$ cat src/rtl/core/frc_pkg.sv
// Shared types, register indexes and constants of the framed command receiver.
package frc_pkg;

    // Default payload buffer depth in bytes
    localparam int BUFFER_DEPTH_DEF = 32;

    // Longest run of result items one frame can produce
    localparam int MAX_RUN = 32;

    // Width of the byte position field
    localparam int POS_W = 5;

    // Configuration register index port width
    localparam int CFG_IDX_W = 3;

    // Configuration register indexes
    localparam logic [CFG_IDX_W-1:0] REG_START_BYTE   = 3'd0;
    localparam logic [CFG_IDX_W-1:0] REG_SERVO_ID     = 3'd1;
    localparam logic [CFG_IDX_W-1:0] REG_SERVO_LENGTH = 3'd2;
    localparam logic [CFG_IDX_W-1:0] REG_RELAY_ID     = 3'd3;
    localparam logic [CFG_IDX_W-1:0] REG_RELAY_LENGTH = 3'd4;

    // Register reset values
    localparam logic [7:0] START_BYTE_RST   = 8'd170;
    localparam logic [7:0] SERVO_ID_RST     = 8'd1;
    localparam logic [5:0] SERVO_LENGTH_RST = 6'd4;
    localparam logic [7:0] RELAY_ID_RST     = 8'd2;
    localparam logic [5:0] RELAY_LENGTH_RST = 6'd1;

    // Frame kinds
    localparam logic KIND_SERVO = 1'b0;
    localparam logic KIND_RELAY = 1'b1;

    // Parser and emission states
    typedef enum logic [2:0] {
        ST_HUNT,
        ST_ID,
        ST_LEN,
        ST_PAYLOAD,
        ST_CHECK,
        ST_READ,
        ST_SEND
    } frc_state_t;

    // Controller to datapath commands
    typedef struct packed {
        logic load_id;
        logic load_len;
        logic store_byte;
        logic load_run;
        logic rd_first;
        logic rd_next;
        logic load_out;
    } frc_cmd_t;

    // Datapath to controller status
    typedef struct packed {
        logic start_hit;
        logic len_ok;
        logic fill_done;
        logic frame_ok;
        logic run_last;
        logic out_free;
    } frc_sts_t;

endpackage

$ cat src/rtl/core/framed_command_receiver.sv
// Top level of the framed command receiver: controller, datapath and checks.
//
//  Channel   Ports                                           Direction
//  input     s_valid s_ready s_rx_byte                        byte requests in
//  result    m_valid m_ready m_frame_kind m_payload_byte      payload requests out
//            m_byte_position m_last_byte
//  config    cfg_valid cfg_ready cfg_index cfg_data           register writes in
//
// Input bytes are taken one per cycle while a frame is parsed and checked.
// After a good checksum input stops while the payload buffer (at most BUFFER_DEPTH
// bytes) is read out through its registered read port, one byte a cycle while the
// result side takes them. Reset is synchronous and active low; the buffer needs no
// clearing. Config writes are always taken.
module framed_command_receiver #(
    parameter int BUFFER_DEPTH = frc_pkg::BUFFER_DEPTH_DEF
) (
    input  logic                          aclk,
    input  logic                          aresetn,
    input  logic                          cfg_valid,
    output logic                          cfg_ready,
    input  logic [frc_pkg::CFG_IDX_W-1:0] cfg_index,
    input  logic [7:0]                    cfg_data,
    input  logic                          s_valid,
    output logic                          s_ready,
    input  logic [7:0]                    s_rx_byte,
    output logic                          m_valid,
    input  logic                          m_ready,
    output logic                          m_frame_kind,
    output logic [7:0]                    m_payload_byte,
    output logic [frc_pkg::POS_W-1:0]     m_byte_position,
    output logic                          m_last_byte
);

    frc_pkg::frc_cmd_t   cmd;
    frc_pkg::frc_sts_t   sts;
    frc_pkg::frc_state_t ctrl_state;

    assign cfg_ready = 1'b1;

    frc_ctrl u_ctrl (
        .aclk    (aclk),
        .aresetn (aresetn),
        .s_valid (s_valid),
        .s_ready (s_ready),
        .sts     (sts),
        .cmd     (cmd),
        .state   (ctrl_state)
    );

    frc_datapath #(
        .BUFFER_DEPTH (BUFFER_DEPTH)
    ) u_datapath (
        .aclk            (aclk),
        .aresetn         (aresetn),
        .cfg_valid       (cfg_valid),
        .cfg_index       (cfg_index),
        .cfg_data        (cfg_data),
        .s_rx_byte       (s_rx_byte),
        .m_ready         (m_ready),
        .m_valid         (m_valid),
        .m_frame_kind    (m_frame_kind),
        .m_payload_byte  (m_payload_byte),
        .m_byte_position (m_byte_position),
        .m_last_byte     (m_last_byte),
        .cmd             (cmd),
        .sts             (sts)
    );

    // Input only stops to start a payload run
    a_stop_for_run: assert property (@(posedge aclk) disable iff (!aresetn)
        $fell(s_ready) |-> ctrl_state == frc_pkg::ST_READ)
        else $error("input stalled outside a payload run");

    // Nothing follows the last byte of a run straight away unless a new run is waiting
    a_quiet_after_last: assert property (@(posedge aclk) disable iff (!aresetn)
        m_valid && m_ready && m_last_byte && (ctrl_state != frc_pkg::ST_SEND) |=> !m_valid)
        else $error("result request after the last byte of a run");

    // Each run opens at position zero
    a_run_start: assert property (@(posedge aclk) disable iff (!aresetn)
        $rose(m_valid) |-> m_byte_position == '0)
        else $error("run did not start at position zero");

endmodule

$ cat src/rtl/core/frc_ram.sv
// Generic single write port RAM with a registered read port.
module frc_ram #(
    parameter int WIDTH  = 8,
    parameter int DEPTH  = 32,
    parameter int ADDR_W = (DEPTH > 1) ? $clog2(DEPTH) : 1
) (
    input  logic              aclk,
    input  logic              wr_en,
    input  logic [ADDR_W-1:0] wr_addr,
    input  logic [WIDTH-1:0]  wr_data,
    input  logic              rd_en,
    input  logic [ADDR_W-1:0] rd_addr,
    output logic [WIDTH-1:0]  rd_data
);

    logic [WIDTH-1:0] mem_reg [DEPTH];
    logic [WIDTH-1:0] rd_data_reg;

    // Write port
    always_ff @(posedge aclk) begin
        if (wr_en) begin
            mem_reg[wr_addr] <= wr_data;
        end
    end

    // Registered read port, holds its data between reads
    always_ff @(posedge aclk) begin
        if (rd_en) begin
            rd_data_reg <= mem_reg[rd_addr];
        end
    end

    assign rd_data = rd_data_reg;

endmodule

$ cat src/rtl/core/frc_ctrl.sv
// Controller state machine: frame parsing phases and payload emission sequencing.
module frc_ctrl (
    input  logic                aclk,
    input  logic                aresetn,
    input  logic                s_valid,
    output logic                s_ready,
    input  frc_pkg::frc_sts_t   sts,
    output frc_pkg::frc_cmd_t   cmd,
    output frc_pkg::frc_state_t state
);

    frc_pkg::frc_state_t state_reg;
    frc_pkg::frc_state_t state_next;

    // State register
    always_ff @(posedge aclk) begin
        if (!aresetn) begin
            state_reg <= frc_pkg::ST_HUNT;
        end else begin
            state_reg <= state_next;
        end
    end

    // Next state and commands
    always_comb begin
        state_next = state_reg;
        cmd        = '0;
        s_ready    = 1'b0;
        case (state_reg)
            frc_pkg::ST_HUNT: begin
                s_ready = 1'b1;
                if (s_valid && sts.start_hit) begin
                    state_next = frc_pkg::ST_ID;
                end
            end
            frc_pkg::ST_ID: begin
                s_ready = 1'b1;
                if (s_valid) begin
                    cmd.load_id = 1'b1;
                    state_next  = frc_pkg::ST_LEN;
                end
            end
            frc_pkg::ST_LEN: begin
                s_ready = 1'b1;
                if (s_valid) begin
                    cmd.load_len = 1'b1;
                    state_next   = sts.len_ok ? frc_pkg::ST_PAYLOAD : frc_pkg::ST_HUNT;
                end
            end
            frc_pkg::ST_PAYLOAD: begin
                s_ready = 1'b1;
                if (s_valid) begin
                    cmd.store_byte = 1'b1;
                    if (sts.fill_done) begin
                        state_next = frc_pkg::ST_CHECK;
                    end
                end
            end
            frc_pkg::ST_CHECK: begin
                s_ready = 1'b1;
                if (s_valid) begin
                    if (sts.frame_ok) begin
                        cmd.load_run = 1'b1;
                        state_next   = frc_pkg::ST_READ;
                    end else begin
                        state_next = frc_pkg::ST_HUNT;
                    end
                end
            end
            frc_pkg::ST_READ: begin
                // first buffer read of the run
                cmd.rd_first = 1'b1;
                state_next   = frc_pkg::ST_SEND;
            end
            frc_pkg::ST_SEND: begin
                if (sts.out_free) begin
                    cmd.load_out = 1'b1;
                    if (sts.run_last) begin
                        state_next = frc_pkg::ST_HUNT;
                    end else begin
                        cmd.rd_next = 1'b1;
                    end
                end
            end
            default: begin
                state_next = frc_pkg::ST_HUNT;
            end
        endcase
    end

    assign state = state_reg;

endmodule

$ cat src/rtl/core/frc_datapath.sv
// Datapath: configuration registers, frame fields, checksum, payload buffer, output register.
module frc_datapath #(
    parameter int BUFFER_DEPTH = frc_pkg::BUFFER_DEPTH_DEF
) (
    input  logic                           aclk,
    input  logic                           aresetn,
    input  logic                           cfg_valid,
    input  logic [frc_pkg::CFG_IDX_W-1:0]  cfg_index,
    input  logic [7:0]                     cfg_data,
    input  logic [7:0]                     s_rx_byte,
    input  logic                           m_ready,
    output logic                           m_valid,
    output logic                           m_frame_kind,
    output logic [7:0]                     m_payload_byte,
    output logic [frc_pkg::POS_W-1:0]      m_byte_position,
    output logic                           m_last_byte,
    input  frc_pkg::frc_cmd_t              cmd,
    output frc_pkg::frc_sts_t              sts
);

    localparam int LEN_W  = $clog2(BUFFER_DEPTH + 1);
    localparam int ADDR_W = (BUFFER_DEPTH > 1) ? $clog2(BUFFER_DEPTH) : 1;
    localparam int CNT_W  = (LEN_W > 6) ? LEN_W : 6;
    localparam int CMP_W  = (LEN_W > 6) ? LEN_W : 6;

    // Configuration registers
    logic [7:0] start_byte_reg;
    logic [7:0] servo_id_reg;
    logic [5:0] servo_length_reg;
    logic [7:0] relay_id_reg;
    logic [5:0] relay_length_reg;

    // Frame state
    logic [7:0]       command_id_reg;
    logic [LEN_W-1:0] exp_len_reg;
    logic [LEN_W-1:0] fill_pos_reg;
    logic [LEN_W-1:0] fill_pos_next;
    logic [7:0]       xor_reg;

    // Emission state
    logic             kind_reg;
    logic [CNT_W-1:0] run_len_reg;
    logic [CNT_W-1:0] rd_idx_reg;
    logic [CNT_W-1:0] rd_idx_next;

    // Output register
    logic                      out_valid_reg;
    logic                      out_kind_reg;
    logic [7:0]                out_byte_reg;
    logic [frc_pkg::POS_W-1:0] out_pos_reg;
    logic                      out_last_reg;

    logic              servo_hit;
    logic              relay_hit;
    logic [CNT_W-1:0]  len_cnt;
    logic [CNT_W-1:0]  run_len;
    logic              ram_rd_en;
    logic [ADDR_W-1:0] ram_rd_addr;
    logic [7:0]        ram_rd_data;

    // Register writes; indexes beyond the list are dropped
    always_ff @(posedge aclk) begin
        if (!aresetn) begin
            start_byte_reg   <= frc_pkg::START_BYTE_RST;
            servo_id_reg     <= frc_pkg::SERVO_ID_RST;
            servo_length_reg <= frc_pkg::SERVO_LENGTH_RST;
            relay_id_reg     <= frc_pkg::RELAY_ID_RST;
            relay_length_reg <= frc_pkg::RELAY_LENGTH_RST;
        end else if (cfg_valid) begin
            case (cfg_index)
                frc_pkg::REG_START_BYTE:   start_byte_reg   <= cfg_data;
                frc_pkg::REG_SERVO_ID:     servo_id_reg     <= cfg_data;
                frc_pkg::REG_SERVO_LENGTH: servo_length_reg <= cfg_data[5:0];
                frc_pkg::REG_RELAY_ID:     relay_id_reg     <= cfg_data;
                frc_pkg::REG_RELAY_LENGTH: relay_length_reg <= cfg_data[5:0];
                default: ;
            endcase
        end
    end

    // Frame matching against the servo and relay settings (servo wins)
    assign servo_hit = (command_id_reg == servo_id_reg)
                    && (CMP_W'(exp_len_reg) == CMP_W'(servo_length_reg));
    assign relay_hit = (command_id_reg == relay_id_reg)
                    && (CMP_W'(exp_len_reg) == CMP_W'(relay_length_reg));

    // Run length is the frame length, capped at the longest run
    assign len_cnt = CNT_W'(exp_len_reg);
    assign run_len = (len_cnt > CNT_W'(frc_pkg::MAX_RUN)) ? CNT_W'(frc_pkg::MAX_RUN) : len_cnt;

    assign fill_pos_next = fill_pos_reg + LEN_W'(1);
    assign rd_idx_next   = rd_idx_reg + CNT_W'(1);

    // Status towards the controller
    always_comb begin
        sts.start_hit = (s_rx_byte == start_byte_reg);
        sts.len_ok    = (s_rx_byte != 8'd0) && (s_rx_byte <= 8'(BUFFER_DEPTH));
        sts.fill_done = (fill_pos_next == exp_len_reg);
        sts.frame_ok  = (s_rx_byte == xor_reg) && (servo_hit || relay_hit);
        sts.run_last  = (rd_idx_next == run_len_reg);
        sts.out_free  = !out_valid_reg || m_ready;
    end

    // Header fields, fill position and running checksum
    always_ff @(posedge aclk) begin
        if (!aresetn) begin
            command_id_reg <= '0;
            exp_len_reg    <= '0;
            fill_pos_reg   <= '0;
            xor_reg        <= '0;
        end else begin
            if (cmd.load_id) begin
                command_id_reg <= s_rx_byte;
            end
            if (cmd.load_len) begin
                exp_len_reg  <= s_rx_byte[LEN_W-1:0];
                fill_pos_reg <= '0;
                xor_reg      <= '0;
            end
            if (cmd.store_byte) begin
                fill_pos_reg <= fill_pos_next;
                xor_reg      <= xor_reg ^ s_rx_byte;
            end
        end
    end

    // Run set-up and read index
    always_ff @(posedge aclk) begin
        if (cmd.load_run) begin
            kind_reg    <= servo_hit ? frc_pkg::KIND_SERVO : frc_pkg::KIND_RELAY;
            run_len_reg <= run_len;
            rd_idx_reg  <= '0;
        end else if (cmd.load_out) begin
            rd_idx_reg <= rd_idx_next;
        end
    end

    // Payload buffer
    assign ram_rd_en   = cmd.rd_first || cmd.rd_next;
    assign ram_rd_addr = cmd.rd_first ? rd_idx_reg[ADDR_W-1:0] : rd_idx_next[ADDR_W-1:0];

    frc_ram #(
        .WIDTH (8),
        .DEPTH (BUFFER_DEPTH)
    ) u_payload_ram (
        .aclk    (aclk),
        .wr_en   (cmd.store_byte),
        .wr_addr (fill_pos_reg[ADDR_W-1:0]),
        .wr_data (s_rx_byte),
        .rd_en   (ram_rd_en),
        .rd_addr (ram_rd_addr),
        .rd_data (ram_rd_data)
    );

    // Output register valid flag
    always_ff @(posedge aclk) begin
        if (!aresetn) begin
            out_valid_reg <= 1'b0;
        end else if (cmd.load_out) begin
            out_valid_reg <= 1'b1;
        end else if (m_ready) begin
            out_valid_reg <= 1'b0;
        end
    end

    // Output register payload
    always_ff @(posedge aclk) begin
        if (cmd.load_out) begin
            out_kind_reg <= kind_reg;
            out_byte_reg <= ram_rd_data;
            out_pos_reg  <= rd_idx_reg[frc_pkg::POS_W-1:0];
            out_last_reg <= sts.run_last;
        end
    end

    assign m_valid         = out_valid_reg;
    assign m_frame_kind    = out_kind_reg;
    assign m_payload_byte  = out_byte_reg;
    assign m_byte_position = out_pos_reg;
    assign m_last_byte     = out_last_reg;

endmodule

$ cat config.mk
export PLATFORM = sky130hd
export DESIGN_NAME = framed_command_receiver
export DESIGN_NICKNAME = d
export VERILOG_FILES = /design/src/rtl/core/frc_pkg.sv /design/src/rtl/core/framed_command_receiver.sv /design/src/rtl/core/frc_ram.sv /design/src/rtl/core/frc_ctrl.sv /design/src/rtl/core/frc_datapath.sv
export SDC_FILE = /design/constraint.sdc
export NUM_CORES = 1
export LEC_CHECK = 0
export BUFFER_PORTS_ARGS = -buffer_cell sky130_fd_sc_hd__buf_2
export CAP_MARGIN = 10
export CORE_MARGIN = 2
export CORE_UTILIZATION = 50
export CTS_CLUSTER_DIAMETER = 50
export DETAILED_ROUTE_END_ITERATION = 16
export PLACE_DENSITY = 0.71
export SLEW_MARGIN = 5
export SYNTH_ARGS = -nofsm -noshare
export SYNTH_HDL_FRONTEND = slang
export SYNTH_SLANG_ARGS = --single-unit
$ cat constraint.sdc
create_clock -name aclk -period 3.7 [get_ports aclk]
set_input_delay 0.37 -clock aclk [delete_from_list [all_inputs] [get_ports aclk]]
set_output_delay 0.37 -clock aclk [all_outputs]
set_load 0.02 [all_outputs]
### Word-level counts from Yosys, hierarchy flattened

Memory sizes are Yosys's and may differ from the RTL's. A register that Yosys moved wholly into a read port is not among the register bits.
Index checks and enable logic that the tools add are counted.

| word-level totals | value |
|---|---|
| register bits after elaboration | 96 |
| input bits | 24 |
| RAM bits | 256 |
| bits in read-only memories | 0 |
| word-level logic and storage cells | 104 |
| output and inout bits | 18 |
| memories | 1 |
| latch bits | 0 |

| operators by class | value |
|---|---|
| multiplexer cells | 33 |
| reduce and logical (&&, ||, !) cells | 21 |
| multipliers | 0 |
| divide/modulo/power cells | 0 |
| equal/unequal tests | 26 |
| order comparisons | 2 |
| bitwise gates (word level) | 1 |
| $add $sub $neg | 2 |
| shift-type cells | 0 |

Memories:

| memory | depth | width | read ports | clocked after Yosys merged registers in | write ports | RTL line | RTL |
|---|---|---|---|---|---|---|---|
| u_datapath.u_payload_ram.mem_reg | 32 | 8 | 1 | 1 | 1 | frc_ram.sv:16 | `logic [WIDTH-1:0] mem_reg [DEPTH];` |

Operator list:

| operator | count |
|---|---|
| 8-bit equality test | 4 |
| 3-bit two-way mux | 9 |
| 6-bit equality test | 4 |
| 3-bit one-hot mux with 7 select lines | 1 |
| 8-bit two-way mux | 2 |
| 1-bit two-way mux | 15 |
| 2-bit inequality test (second input constant) | 7 |
| 6-bit by 1-bit adder with 6-bit output (second input constant) | 2 |
| 3-bit by 2-bit equality test with 1-bit output (second input constant) | 4 |
| 3-bit equality test (second input constant) | 4 |
| 6-bit two-way mux | 2 |
| 2-bit AND reduction | 5 |
| 8-bit by 6-bit <= comparator with 1-bit output (second input constant) | 1 |
| 8-bit AND reduction | 1 |
| 8-bit nonzero test | 1 |
| 8-bit XOR | 1 |
| 3-bit by 1-bit equality test with 1-bit output (second input constant) | 2 |
| 6-bit > comparator (second input constant) | 1 |
| 3-bit zero test | 2 |
| 2-bit two-way mux | 3 |
| 1-bit logical AND | 5 |
| 5-bit two-way mux | 1 |
| 5-bit OR reduction | 1 |
| 2-bit nonzero test | 2 |
| other kinds (3) | 5 |

### Longest topological paths before layout

| logic depth | value |
|---|---|
| depth in word-level cells | 7 |
| depth in mapped cells | 10 |
| gate-level depth less buffers | 7 |

### Hierarchy

From an unflattened synthesis, not the netlist that was laid out.

| second synthesis, totals | value |
|---|---|
| cell total of the unflattened synthesis | 910 |
| area total of the unflattened synthesis | 14727.9 um^2 |

Modules (own cells, without submodules):

| module | cells each | times used | area each (um^2) |
|---|---|---|---|
| frc_ram | 417 | 1 | 10133.5 |
| frc_datapath | 450 | 1 | 4287.9 |
| frc_ctrl | 41 | 1 | 295.3 |
| framed_command_receiver | 2 | 1 | 11.3 |

### Worst setup path after synthesis

No wires, ideal clock.

| timing | value |
|---|---|
| path kind | input-to-reg |
| start point | in s_rx_byte[5] |
| end point | reg u_datapath.kind_reg (enable) |
| stages on the path | 6 |
| arrival | 2.020 ns |
| path slack | 1.301 ns |
| cells stage by stage | clkbuf_1 -> xor2_1 -> nor4_1 -> nand4_1 -> a2111o_1 -> nor2_1 |

RTL lines:

| element | RTL line | RTL |
|---|---|---|
| from (decl) | framed_command_receiver.sv:25 | `input logic [7:0] s_rx_byte,` |
| to (signal assigned) | frc_datapath.sv:130 | `kind_reg <= servo_hit ? frc_pkg::KIND_SERVO : frc_pkg::KIND_RELAY;` |
| to (decl) | frc_datapath.sv:41 | `logic kind_reg;` |

### Worst setup path after layout

| timing | value |
|---|---|
| start point | reg u_datapath.rd_idx_reg[1] |
| end point | reg u_datapath.u_payload_ram.rd_data_reg[7], in the netlist u_datapath.u_payload_ram.rd_data[7], read port of u_datapath.u_payload_ram.mem_reg, data pin |

| on the way | value |
|---|---|
| word-level cells in the longest chain between the ends | 6 |
| elaborated cells on any way between the ends | 7 |
| those cells by class | 1 x add/sub; 1 x eq/ne; 4 x mux; 1 x reduce/logical |

RTL lines:

| element | RTL line | RTL |
|---|---|---|
| from (decl) | frc_datapath.sv:43 | `logic [CNT_W-1:0] rd_idx_reg;` |
| from (signal assigned) | frc_datapath.sv:134 | `rd_idx_reg <= rd_idx_next;` |
| 6-bit by 1-bit adder with 6-bit output | frc_datapath.sv:92 | `assign rd_idx_next = rd_idx_reg + CNT_W'(1);` |
| 6-bit equality test | frc_datapath.sv:100 | `sts.run_last = (rd_idx_next == run_len_reg);` |
| 1-bit two-way mux | frc_ctrl.sv:78 | `if (sts.run_last) begin` |
| 2-bit two-way mux | frc_ctrl.sv:76 | `if (sts.out_free) begin` |
| 2-bit two-way mux | frc_ctrl.sv:29 | `case (state_reg)` |
| 1-bit logical OR | frc_datapath.sv:139 | `assign ram_rd_en = cmd.rd_first \|\| cmd.rd_next;` |
| to (decl) | frc_ram.sv:17 | `logic [WIDTH-1:0] rd_data_reg;` |

Parallel ways exist; a longest one is shown, timed or not.
A chain may end at the register's enable or synchronous reset.

==> flow_summary.yaml <==
clock_tree:
  cts_tree: "yes"
  cts_resized: 0
  cts_inserted_buffers: 38
  cts.sinks: 360
  cts_buffer_depth: 3
  postCtsSetupRepairBufs: 0
  clockRootBuffer: "clkbuf_16"
  cts_hold_buffers: 0
  insertion_delay_ns: 0.53
  cts_max_level: 2
  path_clk_slew_ns: 0.06
setup_path:
  worst-path-max-fanout: 9
  crit_path_end_kind: "flip-flop"
  worst_path_largest_cell_delay_ns: 0.78
  ff2ff_path_depth: 8
  worstSetupStartpointType: "flip-flop"
  path_buf_inv: 1
  cpMaxStageDelayCell: "nor4_1"
  arrival_ns: 3.49
  path_depth: 8
  crit_type: "flip-flop to flip-flop"
  required_ns: 3.94
  path_cells: "ha_1 -> buf_4 -> and3b_1 -> o2111a_1 -> o211ai_1 -> a21oi_1 -> nor4_1 -> nand4_1"
  crit_family: "simple AND/OR/NAND/NOR gates"
synth:
  avgSynthCellArea_um2: 14.0
  ys_seq_area_share_pct: 66.6
  ys.flop_type: "edfxtp_1"
  ys_types: 64
  synth_area_mm2: 0.0151
  ys_seq_elements: 360
  syn_inst: 1077
  synth_edf_count: 286
  synth_warnings: 0
  synthArstFlopShare_pct: 0
  synth_fp_nets: 1106
final_layout:
  final_common_cell: "edfxtp_1"
  largest_register_ffs: 256
  final_nets: 1155
  stdcell_count: 1544
  area_growth_pct: 12.4
  n_antenna_cell: 0
  stdcell_area_mm2: 0.0170
  final_util_pct: 57.2
  drive_above_1_share_pct: 15.3
  nFillCells: 2253
  layout_common_cells: "286 x edfxtp_1, 90 x nor2_1, 77 x nand2_1, 74 x a21oi_1, 74 x dfxtp_1"
die:
  core-area_mm2: 0.0297
  start_util_pct: 50.9
  fp.dieArea_mm2: 0.0317
  die_h_um: 178
  rows: 63
  die_x_um: 178
  ios: 42
power_and_ir_drop:
  ir_drop_v: 0.000318
  p_per_area_mw_per_mm2: 486
  finalPower_mw: 8.25
  leakage_nw: 5.81
sta:
  setup-tns-final_ns: 0
  relSlewSlack_pct: 18.3
  hold_ws_ns: 0.113
  max_clock_freq_mhz: 308
  finalSetupViolations: 0
  rsz0062_at_grt: "no"
  hold_violations: 0
  finalCritPeriodShare_pct: 87.9
  fin_ws_ns: 0.448
  drv_slew: 0
  final.setup_skew_ns: 0.0319
  period_needed_ns: 3.25
  worst_pin_slew_ns: 1.22
routing:
  wirelength_um: 36300
  viasPerCell: 6.06
  first_pass_iters: 6
  drtAntennaViolNets: 0
  remaining_drc_errors: 0
  wl_per_cell_um: 23.5
  initialDrtViolationCount: 1256
  vias: 9363
global_routing:
  grt_pass1_vias: 9140
  grt_usage_pct: 23.6
  gr-total-overflow: 0
  grt_max_degree: 40
  grt_pass1_wl_um: 55000
  antenna_found_initial: 0
place:
  hpwl_um: 23500
  placed_area_mm2: 0.0158
  pre_cts_ws_ns: 0.520
  globalplace.congestion: 0.914
  dp_cells: 1476
  port_buffers: 40
outcome:
  status: "finished clean"
min_path:
  hold_path.class: "input pin to flip-flop"
  holdPathStages: 3
flow_run:
  cap_violations: 0
logic make-up after synthesis:
| logic type | Yosys count | synth area share (%) |
|---|---|---|
| buffers and inverters | 73 | 2.36 |
| flip-flops | 360 | 66.6 |
| XOR/XNOR | 66 | 4.07 |
| adder cells (fa/ha/maj) | 5 | 0.414 |
| other | 1 | 0.0248 |
| multiplexers | 71 | 8.95 |
| AO/OA/AOI/OAI | 185 | 7.21 |
| AND/OR/NAND/NOR | 316 | 10.4 |
synthesized netlist by cell type, drive strengths merged, types with 2 or more instances:
master / n / area share, %
clkbuf: 39 / 0.97
mux2i: 22 / 1.5
and3: 3 / 0.12
xnor2: 15 / 1.1
nand2: 77 / 1.9
mux4: 48 / 7.4
inv: 7 / 0.17
nor3: 6 / 0.27
nor2: 91 / 2.3
nor4: 21 / 0.97
ha: 5 / 0.41
o211ai: 3 / 0.15
nand3: 45 / 1.5
edfxtp: 286 / 57
nand3b: 15 / 0.83
or3b: 2 / 0.12
a211oi: 20 / 0.99
nand4: 12 / 0.50
or3: 5 / 0.21
xor2: 51 / 3.0
nand2b: 7 / 0.29
o21ai: 55 / 1.8
dfxtp: 74 / 9.8
buf: 26 / 1.2
a21boi: 2 / 0.12
nor2b: 22 / 0.91
a21o: 4 / 0.20
a31oi: 3 / 0.12
a21oi: 75 / 2.5
a2bb2oi: 2 / 0.12
o31a: 2 / 0.12
a22oi: 8 / 0.40
and3b: 4 / 0.23
worst register-to-register path: cells and delay by family, from the launching register on:
kind | cells | cell delay, ns
DFF | 1 | 0.39
AOI/OAI and AO/OA | 3 | 1.02
adders and majority gates | 1 | 0.27
buffers and inverters | 1 | 0.18
and+or+nand+nor | 3 | 1.12
report_power, final:
group	internal [mW]	switching, mW
logic	0.0432	0.125
registers	4.36	0.00656
clock network	2.20	1.52
total	6.60	1.65
path summary, 6_finish.rpt:
| path | startpoint | endpoint | slack (ns) |
|---|---|---|---|
| setup / recovery | u_datapath.rd_idx_reg[1] | u_datapath.u_payload_ram.rd_data[7] | 0.45 |
| hold / removal | cfg_data[7] | u_datapath.start_byte_reg[7] | 0.11 |
| setup reg to reg | u_datapath.rd_idx_reg[1] | u_datapath.u_payload_ram.rd_data[7] | 0.45 |
| hold reg to reg | u_datapath.u_payload_ram.rd_data[1] | u_datapath.m_payload_byte[1] | 0.43 |
layout make-up:
cell class                 instances  area, µm²  share of cell area [%]
sequential                       360      10100                    59.2
tap                              390        488                    2.87
multi-input combinational        644       4700                    27.7
inverter                           8       30.0                   0.177
clock inverter                    15        163                   0.957
timing repair buffer              74        493                    2.90
clock buffer                      53       1050                    6.17
routing by layer:
layer	part of all wire, %	vias to the layer above	GRT usage, %
li1	-	4178	-
met1	40	4631	31.8
met2	49	470	38.2
met3	7.7	84	4.43
met4	3.3	0	8.67
met5	0	-	0
No activity file was read; power rests on OpenSTA's default activity.
